[src/hw/rtl/mdb_pkg.sv]
// Shared types, constants and helper functions for the maze builder.
// Used by mdb_ctrl, mdb_datapath and maze_dfs_backtracker; depends on nothing.
package mdb_pkg;

  // Grid geometry.
  localparam int MAX_ROWS  = 32;
  localparam int MAX_COLS  = 32;
  localparam int RAND_BITS = 16;
  localparam int CELLS     = MAX_ROWS * MAX_COLS;

  localparam int ROW_W  = (MAX_ROWS > 1) ? $clog2(MAX_ROWS) : 1;
  localparam int COL_W  = (MAX_COLS > 1) ? $clog2(MAX_COLS) : 1;
  localparam int ADDR_W = (CELLS > 1) ? $clog2(CELLS) : 1;
  localparam int CNT_W  = $clog2(CELLS + 1);
  localparam int RDIM_W = $clog2(MAX_ROWS + 1);
  localparam int CDIM_W = $clog2(MAX_COLS + 1);
  localparam int STK_W  = ROW_W + COL_W;

  // Port field widths.
  localparam int FUNC_W    = 2;
  localparam int RAND_W    = 16;
  localparam int POS_W     = 5;
  localparam int STATUS_W  = 3;
  localparam int WALL_W    = 4;
  localparam int CFG_W     = 6;
  localparam int CFG_IDX_W = 1;

  localparam logic [RAND_W-1:0] RAND_MASK =
    (RAND_BITS >= RAND_W) ? {RAND_W{1'b1}} : RAND_W'((64'd1 << RAND_BITS) - 64'd1);

  // Reset dimensions, limited to the grid size.
  localparam int RST_ROWS = (32 > MAX_ROWS) ? MAX_ROWS : 32;
  localparam int RST_COLS = (32 > MAX_COLS) ? MAX_COLS : 32;

  // Wall bits and cell values.
  localparam logic [WALL_W-1:0] WALL_N    = 4'd8;
  localparam logic [WALL_W-1:0] WALL_S    = 4'd4;
  localparam logic [WALL_W-1:0] WALL_E    = 4'd2;
  localparam logic [WALL_W-1:0] WALL_WEST = 4'd1;
  localparam logic [WALL_W-1:0] CLOSED = 4'd15;
  localparam logic [WALL_W-1:0] ENTRY  = 4'd7;
  localparam logic [WALL_W-1:0] NO_WALLS = 4'd0;

  // Request functions.
  localparam logic [FUNC_W-1:0] FUNC_START = 2'd0;
  localparam logic [FUNC_W-1:0] FUNC_STEP  = 2'd1;
  localparam logic [FUNC_W-1:0] FUNC_READ  = 2'd2;

  // Response status codes.
  localparam logic [STATUS_W-1:0] STS_STARTED  = 3'd0;
  localparam logic [STATUS_W-1:0] STS_CARVED   = 3'd1;
  localparam logic [STATUS_W-1:0] STS_FINISHED = 3'd2;
  localparam logic [STATUS_W-1:0] STS_READ     = 3'd3;
  localparam logic [STATUS_W-1:0] STS_IGNORED  = 3'd4;

  // Configuration register indexes.
  localparam logic [CFG_IDX_W-1:0] REG_NUM_ROWS = 1'b0;
  localparam logic [CFG_IDX_W-1:0] REG_NUM_COLS = 1'b1;

  // Directions, in the order neighbors are tried.
  localparam logic [1:0] DIR_N = 2'd0;
  localparam logic [1:0] DIR_S = 2'd1;
  localparam logic [1:0] DIR_E = 2'd2;
  localparam logic [1:0] DIR_W = 2'd3;

  // Wall memory read address select.
  localparam logic [2:0] WRD_NONE = 3'd0;
  localparam logic [2:0] WRD_REQ  = 3'd1;
  localparam logic [2:0] WRD_CUR  = 3'd2;
  localparam logic [2:0] WRD_N    = 3'd3;
  localparam logic [2:0] WRD_S    = 3'd4;
  localparam logic [2:0] WRD_E    = 3'd5;
  localparam logic [2:0] WRD_W    = 3'd6;
  localparam logic [2:0] WRD_EXIT = 3'd7;

  // Wall memory write select.
  localparam logic [2:0] WWR_NONE  = 3'd0;
  localparam logic [2:0] WWR_CLEAR = 3'd1;
  localparam logic [2:0] WWR_ENTRY = 3'd2;
  localparam logic [2:0] WWR_CUR   = 3'd3;
  localparam logic [2:0] WWR_NEW   = 3'd4;
  localparam logic [2:0] WWR_EXIT  = 3'd5;

  // Commands from the controller to the datapath.
  typedef struct packed {
    logic                load_item;
    logic [2:0]          wall_rd;
    logic [2:0]          wall_wr;
    logic                stk_start;
    logic                stk_pop;
    logic                stk_push_cur;
    logic                stk_push_new;
    logic                cap_cur;
    logic                cap_cur_walls;
    logic [3:0]          cap_open;
    logic                cap_dir;
    logic                cap_exit;
    logic                clr_step;
    logic                gen_set;
    logic                gen_clr;
    logic                rsp_load;
    logic [STATUS_W-1:0] rsp_status;
  } mdb_ctl_t;

  // Status from the datapath to the controller.
  typedef struct packed {
    logic [FUNC_W-1:0] func;
    logic              generating;
    logic              stack_empty;
    logic              clr_last;
    logic              any_open;
    logic              rsp_free;
  } mdb_sts_t;

  function automatic logic [ADDR_W-1:0] cell_addr(input logic [ROW_W-1:0] row,
                                                  input logic [COL_W-1:0] col);
    cell_addr = ADDR_W'(int'(row) * MAX_COLS + int'(col));
  endfunction

  // Wall on the side of the current cell that faces the chosen direction.
  function automatic logic [WALL_W-1:0] dir_wall(input logic [1:0] dir);
    unique case (dir)
      DIR_N:   dir_wall = WALL_N;
      DIR_S:   dir_wall = WALL_S;
      DIR_E:   dir_wall = WALL_E;
      default: dir_wall = WALL_WEST;
    endcase
  endfunction

  // Matching wall on the neighbor's side.
  function automatic logic [WALL_W-1:0] opp_wall(input logic [1:0] dir);
    unique case (dir)
      DIR_N:   opp_wall = WALL_S;
      DIR_S:   opp_wall = WALL_N;
      DIR_E:   opp_wall = WALL_WEST;
      default: opp_wall = WALL_E;
    endcase
  endfunction

endpackage

[src/hw/rtl/mdb_ctrl.sv]
// Sequencing state machine of the maze builder.
// Depends on mdb_pkg; drives the datapath through mdb_ctl_t commands.
module mdb_ctrl (
  input  logic              clk,
  input  logic              rst,
  input  logic              req_valid,
  output logic              req_stall,
  input  mdb_pkg::mdb_sts_t sts,
  output mdb_pkg::mdb_ctl_t ctl
);

  localparam logic [4:0] S_INIT_CLR = 5'd0;
  localparam logic [4:0] S_IDLE     = 5'd1;
  localparam logic [4:0] S_DECODE   = 5'd2;
  localparam logic [4:0] S_CLEAR    = 5'd3;
  localparam logic [4:0] S_ENTRY    = 5'd4;
  localparam logic [4:0] S_POP      = 5'd5;
  localparam logic [4:0] S_CUR      = 5'd6;
  localparam logic [4:0] S_RDC      = 5'd7;
  localparam logic [4:0] S_RDN      = 5'd8;
  localparam logic [4:0] S_RDS      = 5'd9;
  localparam logic [4:0] S_RDE      = 5'd10;
  localparam logic [4:0] S_RDW      = 5'd11;
  localparam logic [4:0] S_CAPW     = 5'd12;
  localparam logic [4:0] S_PICK     = 5'd13;
  localparam logic [4:0] S_CARVE1   = 5'd14;
  localparam logic [4:0] S_CARVE2   = 5'd15;
  localparam logic [4:0] S_FIN      = 5'd16;
  localparam logic [4:0] S_RESULT   = 5'd17;

  logic [4:0]                   state, state_next;
  logic [mdb_pkg::STATUS_W-1:0] res_status, res_status_next;

  always_ff @(posedge clk) begin
    if (rst) begin
      state      <= S_INIT_CLR;
      res_status <= mdb_pkg::STS_IGNORED;
    end else begin
      state      <= state_next;
      res_status <= res_status_next;
    end
  end

  assign req_stall = (state != S_IDLE);

  always_comb begin
    state_next      = state;
    res_status_next = res_status;
    ctl             = '0;
    ctl.rsp_status  = res_status;
    unique case (state)
      S_INIT_CLR: begin
        ctl.wall_wr  = mdb_pkg::WWR_CLEAR;
        ctl.clr_step = 1'b1;
        if (sts.clr_last) state_next = S_IDLE;
      end
      S_IDLE: begin
        if (req_valid) begin
          ctl.load_item = 1'b1;
          state_next    = S_DECODE;
        end
      end
      S_DECODE: begin
        if (sts.func == mdb_pkg::FUNC_START) begin
          ctl.stk_start = 1'b1;
          ctl.gen_set   = 1'b1;
          state_next    = S_CLEAR;
        end else if (sts.func == mdb_pkg::FUNC_READ) begin
          ctl.wall_rd     = mdb_pkg::WRD_REQ;
          res_status_next = mdb_pkg::STS_READ;
          state_next      = S_RESULT;
        end else if (sts.func == mdb_pkg::FUNC_STEP && sts.generating) begin
          state_next = S_POP;
        end else begin
          res_status_next = mdb_pkg::STS_IGNORED;
          state_next      = S_RESULT;
        end
      end
      S_CLEAR: begin
        ctl.wall_wr  = mdb_pkg::WWR_CLEAR;
        ctl.clr_step = 1'b1;
        if (sts.clr_last) state_next = S_ENTRY;
      end
      S_ENTRY: begin
        ctl.wall_wr     = mdb_pkg::WWR_ENTRY;
        res_status_next = mdb_pkg::STS_STARTED;
        state_next      = S_RESULT;
      end
      S_POP: begin
        if (sts.stack_empty) begin
          ctl.wall_rd = mdb_pkg::WRD_EXIT;
          state_next  = S_FIN;
        end else begin
          ctl.stk_pop = 1'b1;
          state_next  = S_CUR;
        end
      end
      S_CUR: begin
        ctl.cap_cur = 1'b1;
        state_next  = S_RDC;
      end
      S_RDC: begin
        ctl.wall_rd = mdb_pkg::WRD_CUR;
        state_next  = S_RDN;
      end
      // Reads are issued one per cycle; each result is captured in the next state.
      S_RDN: begin
        ctl.wall_rd       = mdb_pkg::WRD_N;
        ctl.cap_cur_walls = 1'b1;
        state_next        = S_RDS;
      end
      S_RDS: begin
        ctl.wall_rd     = mdb_pkg::WRD_S;
        ctl.cap_open[0] = 1'b1;
        state_next      = S_RDE;
      end
      S_RDE: begin
        ctl.wall_rd     = mdb_pkg::WRD_E;
        ctl.cap_open[1] = 1'b1;
        state_next      = S_RDW;
      end
      S_RDW: begin
        ctl.wall_rd     = mdb_pkg::WRD_W;
        ctl.cap_open[2] = 1'b1;
        state_next      = S_CAPW;
      end
      S_CAPW: begin
        ctl.cap_open[3] = 1'b1;
        state_next      = S_PICK;
      end
      S_PICK: begin
        if (sts.any_open) begin
          ctl.cap_dir = 1'b1;
          state_next  = S_CARVE1;
        end else begin
          state_next = S_POP;
        end
      end
      S_CARVE1: begin
        ctl.wall_wr      = mdb_pkg::WWR_CUR;
        ctl.stk_push_cur = 1'b1;
        state_next       = S_CARVE2;
      end
      S_CARVE2: begin
        ctl.wall_wr      = mdb_pkg::WWR_NEW;
        ctl.stk_push_new = 1'b1;
        res_status_next  = mdb_pkg::STS_CARVED;
        state_next       = S_RESULT;
      end
      S_FIN: begin
        ctl.wall_wr     = mdb_pkg::WWR_EXIT;
        ctl.cap_exit    = 1'b1;
        ctl.gen_clr     = 1'b1;
        res_status_next = mdb_pkg::STS_FINISHED;
        state_next      = S_RESULT;
      end
      S_RESULT: begin
        if (sts.rsp_free) begin
          ctl.rsp_load = 1'b1;
          state_next   = S_IDLE;
        end
      end
      default: begin
        state_next = S_IDLE;
      end
    endcase
  end

endmodule

[config.mk]
export PLATFORM = sky130hd
export DESIGN_NAME = mdb_ctrl
export DESIGN_NICKNAME = d
export VERILOG_FILES = /design/src/hw/rtl/mdb_pkg.sv /design/src/hw/rtl/mdb_ctrl.sv
export SDC_FILE = /design/constraint.sdc
export NUM_CORES = 1
export LEC_CHECK = 0
export CAP_MARGIN = 15
export CORE_MARGIN = 3
export CORE_UTILIZATION = 61
export CTS_CLUSTER_DIAMETER = 60
export DETAILED_ROUTE_END_ITERATION = 12
export DONT_BUFFER_PORTS = 1
export GPL_TIMING_DRIVEN = 0
export PLACE_DENSITY = 0.78
export SETUP_SLACK_MARGIN = 0.2
export SLEW_MARGIN = 0
export SYNTH_ARGS = -nofsm -noshare
export SYNTH_HDL_FRONTEND = slang
export SYNTH_SLANG_ARGS = --single-unit
[constraint.sdc]
create_clock -name clk -period 3.31 [get_ports clk]
set_input_delay 0.662 -clock clk [delete_from_list [all_inputs] [get_ports clk]]
set_output_delay 0.662 -clock clk [all_outputs]
set_load 0.1 [all_outputs]
==> results of run 1 <==
==> power breakdown <==
part | switching, mW | leakage [nW] | internal (mW)
Clock | 0.0251 | 0.0138 | 0.0409
Combinational | 0.0901 | 0.349 | 0.0251
Sequential | 0.00990 | 0.0649 | 0.0995
==> cell families after synthesis <==
logic type                after synthesis  share of synthesized area, %
buffers and inverters                  23                          12.0
xor gates and xnor gates                3                          2.84
AOI/OAI and AO/OA                      30                          25.9
muxes                                   1                          1.08
DFF                                     8                          17.3
and+or+nand+nor                        64                          40.8
==> layer usage <==
metal | vias up | global-route usage, %
met1 | 505 | 42.2
met3 | 19 | 7.57
met5 | - | 0
met2 | 91 | 56.8
li1 | 496 | -
met4 | 0 | 18.7
==> synthesized netlist by cell type, types with 2 or more instances <==
cell	number
nor2_1	14
nor3_1	10
buf_2	8
dfxtp_1	8
nand2b_1	8
inv_1	6
nand2_1	6
nor4_1	5
a21oi_1	4
clkbuf_1	4
nand3b_1	3
nor4_2	3
o21ai_0	3
a211oi_1	2
a31oi_1	2
buf_4	2
nand3_1	2
nand4b_1	2
nor2b_1	2
o21a_1	2
o22ai_1	2
o2bb2ai_1	2
xor2_1	2
==> metrics by stage <==
| step | cells | setup slack [ps] | hold WS [ps] | power [mW] | setup TNS (ps) |
|---|---|---|---|---|---|
| 6_report | 154 | 148 | 686 | 0.291 | 0 |
| 3_3_place_gp | 144 | -361 | 668 | 0.216 | -810 |
| 2_1_floorplan | 129 | -244 | 601 | 0.207 | -489 |
| 3_5_place_dp | 151 | 333 | 698 | 0.222 | 0 |
| 4_1_cts | 154 | 236 | 677 | 0.291 | 0 |
| 5_1_grt | 154 | 163 | 712 | 0.304 | 0 |
==> final timing paths <==
kind / cells past startpoint / to / start / slack, ps
setup reg to reg: 6 / state[0]$_SDFFE_PP0P_ / state[2]$_SDFFE_PP0P_ / 1180
hold / removal: 3 / state[1]$_SDFFE_PP0P_ / sts[2] / 690
hold reg to reg: 4 / state[4]$_SDFFE_PP0P_ / state[4]$_SDFFE_PP0P_ / 740
setup / recovery: 5 / ctl[22] / state[0]$_SDFFE_PP0P_ / 150
==> flip-flops by register name, indices dropped and copies added, names as in the netlist <==
name,count
state,5
res_status,3
==> critical path: stages (launching register included) <==
cell,delay [ps]
dfxtp_1,380
buf_2,240
nor3b_1,600
nand3_1,280
o21a_1,210
o2bb2ai_4,550
==> cell type report <==
class | count | area share [%]
plain buffers | 16 | 7.32
inverters | 7 | 2.16
clock buffers | 3 | 1.86
flip-flops and latches | 8 | 13.2
repair buffers | 7 | 8.76
well taps | 15 | 1.55
multi-input cells | 98 | 65.2
==> repair_timing <==
action,4_1_cts,5_1_grt
pin swaps,0,3
endpoints found under the setup margin,2,6
resized for setup,2,5
==> impl_metrics.ini, run 1 <==
[finish]
drive_above_1_share_pct = 32.4
nets = 151
area_growth_pct = 31.1
insertedDiodeCount = 0
multi_input_area_um2 = 791
fillCellCount = 62
fin_area_um2 = 1210
final-seq-area_um2 = 160
finish.utilization_pct = 88.8
final_cell_mix = nand2b_1, nor2_1, dfxtp_1, buf_2

[routing]
routedLengthMet1_mm = 1.21
wl_mm = 3.21
wl_met3_um = 306
via_per_inst = 7.21
drc = 0
first_pass_iters = 4
ant_nets = 0
met2_length_mm = 1.58
vias = 1111
dr.max_layer_used = met4
drt-initial-drc-count = 57
post_drt_wl_per_cell_um = 20.9

[worst_setup_path]
crit_type = register to output port
arrival_ps = 2500
cp_max_fo = 10
worst_setup_path_end_kind = output port
cp.required_ps = 2650
start_kind = register

[timing]
finalHoldViolCount = 0
relSlewSlack_pct = 26.7
rsz0062_at_grt = yes
drv_slew = 0
finalCritPeriodShare_pct = 95.5
finalClockSkew_ps = 1.48
setup_viol = 0
layout_min_cycle_time_ps = 3160
max_clock_freq_mhz = 316
tightestPinTransition_ps = 1100

[floorplan]
io_pins = 37
die_w_um = 45.0
core_um2 = 1370
die_y_um = 45.0
row_count = 13
fp.dieArea_um2 = 2020
initial_utilization_pct = 67.8

[clock_tree]
clkSlewWorstSetupHoldPaths_ps = 40
clock_latency_ps = 240
cts_setup_buffers = 0
clockBufferDepth = 2
cts.sinks = 8
numCtsBuffers = 3
cts_tree = done
root_buffer = clkbuf_4
postCtsHoldBufs = 0
htreeDepth = 1

[logic_synthesis]
synthDistinctLibCells = 50
synth.avg_cell_area_um2 = 7.18
synth_fp_nets = 139
syn_inst = 129
synth_area_um2 = 926
synth-edff-count = 0
synth-main-ff-cell = dfxtp_1
synth_area_leaders = dfxtp_1, nor2_1, nand2b_1
synth-seq-cells = 8
seq_area_frac_synth_pct = 17.3
yosys_warnings = 0
synth_top_area_share_pct = 17.3
ys_async_sr_fraction_pct = 0
yosys.area.top_type = dfxtp_1

[place]
dp_hpwl_mm = 2.19
io_buffers = 0
placed_area_um2 = 1160
gp_congestion = 0.923

[pwr]
ir_drop_uv = 267
static-leakage-power_nw = 0.428
power_density_nw_per_um2 = 240

[grt]
grt_pass1_vias = 1027
track_usage_pct = 34.8
antenna_found_initial = 0
grt_pass1_wl_mm = 5.07
overflow = 0
grt_max_degree = 11

[flow_run]
maxCapViolCount = 0

[run_status]
status = completed

[min_path]
min_path_type = primary input to register
No activity file was read; power rests on OpenSTA's default activity.
==> run 2: changes to the inputs <==
--- a/config.mk
+++ b/config.mk
@@ -7,12 +7,12 @@
 export LEC_CHECK = 0
 export CAP_MARGIN = 15
 export CORE_MARGIN = 3
-export CORE_UTILIZATION = 61
+export CORE_UTILIZATION = 60
 export CTS_CLUSTER_DIAMETER = 60
 export DETAILED_ROUTE_END_ITERATION = 12
 export DONT_BUFFER_PORTS = 1
 export GPL_TIMING_DRIVEN = 0
-export PLACE_DENSITY = 0.78
+export PLACE_DENSITY = 0.77
 export SETUP_SLACK_MARGIN = 0.2
 export SLEW_MARGIN = 0
 export SYNTH_ARGS = -nofsm -noshare
==> impl_metrics.ini, run 2 (synthesis results as in run 1) <==
[timing]
tightestPinTransition_ps = 1090
setup_viol = 0
finalClockSkew_ps = 1.86
layout_min_cycle_time_ps = 3070
whs_ps = 687
setup_slack_ps = 238
setup_tns_ps = 0
finalCritPeriodShare_pct = 92.8
max_clock_freq_mhz = 326
finalHoldViolCount = 0
relSlewSlack_pct = 27.2
drv_slew = 0
rsz0062_at_grt = no

[worst_setup_path]
cp-endpoint = ctl[21]
arrival_ps = 2410
cp_max_fo = 10
cp.required_ps = 2650
worst_setup_path_end_kind = output port
crit_type = register to output port
rrSetupSlack_ps = 1190
start_kind = register
r2r_end = state[0]$_SDFFE_PP0P_
ff2ff_path_depth = 6
timing.rr.start = state[2]$_SDFFE_PP0P_
crit_path_start = state[3]$_SDFFE_PP0P_

[pwr]
p_clk_share_pct = 23.0
p_sw_mw = 0.126
static-leakage-power_nw = 0.427
p_seq_share_pct = 37.4
p_int_mw = 0.166
ir_drop_uv = 351
power_density_nw_per_um2 = 240
swShare_pct = 43.2
power_frac_comb_pct = 39.5
power.total_mw = 0.292

[finish]
area_growth_pct = 31.5
largest_register_ff_count = 5
top_regs = state x5, res_status x3
fillCellCount = 64
finish.utilization_pct = 89.1
drive_above_1_share_pct = 32.4
fin_area_um2 = 1220
nets = 151
final_cells = 154
top_register = state
final_cell_mix = nand2b_1, nor2_1, dfxtp_1, buf_2
insertedDiodeCount = 0

[floorplan]
fp.dieArea_um2 = 2050
die_w_um = 45.3
initial_utilization_pct = 67.8
core_um2 = 1370
row_count = 13
die_y_um = 45.3
io_pins = 37

[clock_tree]
numCtsBuffers = 3
cts_tree = done
clock_latency_ps = 240
clockBufferDepth = 2
clkSlewWorstSetupHoldPaths_ps = 40
cts_setup_buffers = 0
root_buffer = clkbuf_4
postCtsHoldBufs = 0
htreeDepth = 1
cts.sinks = 8

[place]
placed_area_um2 = 1160
io_buffers = 0
dp_hpwl_mm = 2.20
place_ws_ps = 307
gp_congestion = 0.905
dp.cells = 151

[grt]
grt_pass1_vias = 1012
grt_pass1_wl_mm = 4.59
antenna_found_initial = 0
overflow = 0
track_usage_pct = 31.1
grt_max_degree = 11

[routing]
first_pass_iters = 4
wl_mm = 3.00
post_drt_wl_per_cell_um = 19.5
drt-initial-drc-count = 56
ant_nets = 0
via_per_inst = 6.99
vias = 1077
drc = 0

[flow_run]
maxCapViolCount = 0

[min_path]
min_path_type = primary input to register

[run_status]
status = completed
## run 2: cell types whose count changed in the layout (fill, tap and decap cells not counted)
cell / previous run / this run
clkbuf_2: 1 / 0
nor3b_2: 0 / 1
nor3b_1: 1 / 0
clkbuf_1: 3 / 4
## run 2: metal layers
layer,share of wire (%),routed length [um],GRT usage [%]
met1,39,1160,35.0
met2,48,1430,50.6
met3,11,318,8.76
met4,3.2,96,20.5
met5,0,0,0
## run 2: cell type report
class | count | area [um2] | share of cell area (%)
Buffer | 16 | 87.6 | 7.19
Clock buffer | 3 | 22.5 | 1.85
Inverter | 7 | 26.3 | 2.16
Multi-Input combinational cell | 98 | 796 | 65.4
Sequential cell | 8 | 160 | 13.2
Tap cell | 15 | 18.8 | 1.54
Timing Repair Buffer | 7 | 106 | 8.74
## run 2: repair_timing
action                     in CTS  in global routing
gates resized for setup         2                  4
hold endpoints to repair        0                  0
setup endpoints to repair       2                  3
pin swaps                       0                  1
## run 2: power groups by stage
| stage | Sequential, mW | Combinational (mW) | Clock (mW) |
|---|---|---|---|
| after global placement | 0.111 | 0.105 | 0 |
| after CTS | 0.109 | 0.112 | 0.0706 |
| after floorplan | 0.110 | 0.0965 | 0 |
| final | 0.109 | 0.115 | 0.0672 |
| after global routing | 0.109 | 0.120 | 0.0748 |
| after detailed placement | 0.111 | 0.111 | 0 |
## run 2: worst min-delay path by stage
stage,start,endpoint,slack [ps],cells after the start
after detailed placement,state[4]$_SDFFE_PP0P_,state[4]$_SDFFE_PP0P_,700,4
after global routing,sts[2],state[1]$_SDFFE_PP0P_,710,3
after global placement,state[4]$_SDFFE_PP0P_,state[4]$_SDFFE_PP0P_,670,4
after CTS,sts[2],state[1]$_SDFFE_PP0P_,680,3
final,sts[2],state[1]$_SDFFE_PP0P_,690,3
after floorplan,state[4]$_SDFFE_PP0P_,state[4]$_SDFFE_PP0P_,600,4
## run 2: worst max-delay path: stages (launching register included)
cell and delay, ps:
dfxtp_1 410, clkbuf_1 440, nand2_1 370, o21ai_2 940
==> run 3: changes to the inputs <==
==> constraint.sdc (replaced) <==
create_clock -name clk -period 3.31 [get_ports clk]
set_input_delay 0.1655 -clock clk [delete_from_list [all_inputs] [get_ports clk]]
set_output_delay 0.1655 -clock clk [all_outputs]
set_load 0.1 [all_outputs]
==> impl_metrics.ini, run 3 (synthesis results as in run 1) <==
[run_status]
status = completed

[routing]
drt-initial-drc-count = 53
first_pass_iters = 4
ant_nets = 0
vias = 1083
via_per_inst = 6.94
post_drt_wl_per_cell_um = 17.6
wl_mm = 2.75
drc = 0

[worst_setup_path]
crit_path_top_delay_cell = o2bb2ai_2
cp.required_ps = 3140
slowest_delay_ps = 880
path_cells = buf_2 > nor3b_1 > nand3_1 > o21a_1 > o2bb2ai_2
start_kind = register
arrival_ps = 2590
ff2ff_path_depth = 6
worst_setup_path_end_kind = output port
cp_max_fo = 10
crit_type = register to output port

[timing]
setup_slack_ps = 552
finalCritPeriodShare_pct = 83.3
finalHoldViolCount = 0
setup_viol = 0
rsz0062_at_grt = no
tightestPinTransition_ps = 1190
drv_slew = 0
layout_min_cycle_time_ps = 2760
setup_tns_ps = 0
finalClockSkew_ps = 1.29
max_clock_freq_mhz = 363
relSlewSlack_pct = 20.9

[finish]
fin_area_um2 = 1180
top_register = state
final_cell_mix = buf_2, nand2b_1, nor2_1, dfxtp_1, buf_8
insertedDiodeCount = 0
largest_register_ff_count = 5
top_regs = state x5, res_status x3
nets = 153
drive_above_1_share_pct = 32.6
area_growth_pct = 28.0
final_cells = 156

[grt]
grt_max_degree = 11
overflow = 0
grt_pass1_wl_mm = 4.31
track_usage_pct = 28.7
grt_pass1_vias = 939
antenna_found_initial = 0

[clock_tree]
htreeDepth = 1
cts_tree = done
clock_latency_ps = 240
clkSlewWorstSetupHoldPaths_ps = 50
numCtsBuffers = 3
cts_resized = 0
postCtsHoldBufs = 0
clockBufferDepth = 2
cts.sinks = 8
cts_setup_buffers = 0
root_buffer = clkbuf_4

[floorplan]
row_count = 13
initial_utilization_pct = 67.8
die_w_um = 45.3
fp.dieArea_um2 = 2050
io_pins = 37
die_y_um = 45.3
core_um2 = 1370

[pwr]
power_density_nw_per_um2 = 248
ir_drop_uv = 220
static-leakage-power_nw = 0.433

[min_path]
min_path_type = primary input to register
hold_path_depth = 3

[place]
gp_congestion = 0.980
place_ws_ps = 881
placed_area_um2 = 1160
dp_hpwl_mm = 2.23
dp.cells = 153
io_buffers = 0

[flow_run]
maxCapViolCount = 0
==> run 3: cell count changes in the layout (fill, tap and decap cells not counted), sizes merged <==
cell,previous run,this run
buf,19,21
==> run 3: report_power, final <==
group,total (mW),switching (mW),internal (mW)
sequential,0.109,0.00991,0.0995
clock,0.0682,0.0272,0.0411
combinational,0.116,0.0875,0.0283
total,0.293,0.125,0.169
==> run 3: critical path, delay by kind of cell (launching register included) <==
family                 cells  cell delay (ps)
AO/OA/AOI/OAI              2             1050
buffers and inverters      1              230
flip-flops                 1              380
AND/OR/NAND/NOR            2              680
==> run 3: cell type report <==
| cell class | count | area, um2 |
|---|---|---|
| inverter | 7 | 26.3 |
| fill | 74 | 181 |
| timing repair buffer | 9 | 136 |
| buffer | 16 | 85.1 |
| clock buffer | 3 | 22.5 |
| sequential | 8 | 160 |
| multi-input combinational | 98 | 736 |
| tap | 15 | 18.8 |
==> run 3: per-stage QoR <==
stage	power [mW]	hold slack [ps]	util (%)
CTS	0.296	171	86.7
finish	0.293	184	86.7
floorplan	0.206	387	-
global route	0.307	209	86.7
detailed placement	0.226	432	85.1
global placement	0.215	425	70.1
==> run 3: final timing paths <==
kind                               from                     to  slack [ps]
hold / removal                   sts[0]  state[4]$_SDFFE_PP0P_         180
setup reg to reg  state[2]$_SDFFE_PP0P_  state[0]$_SDFFE_PP0P_        1220
setup / recovery  state[0]$_SDFFE_PP0P_                ctl[22]         550
hold reg to reg   state[4]$_SDFFE_PP0P_  state[4]$_SDFFE_PP0P_         690
==> run 3: per-layer routing <==
layer	GRT usage, %	routed length (um)	up-vias
li1	-	-	497
met4	14.6	86	0
met3	4.38	281	15
met2	46.6	1340	71
met1	36.3	1040	500
met5	0	0	-
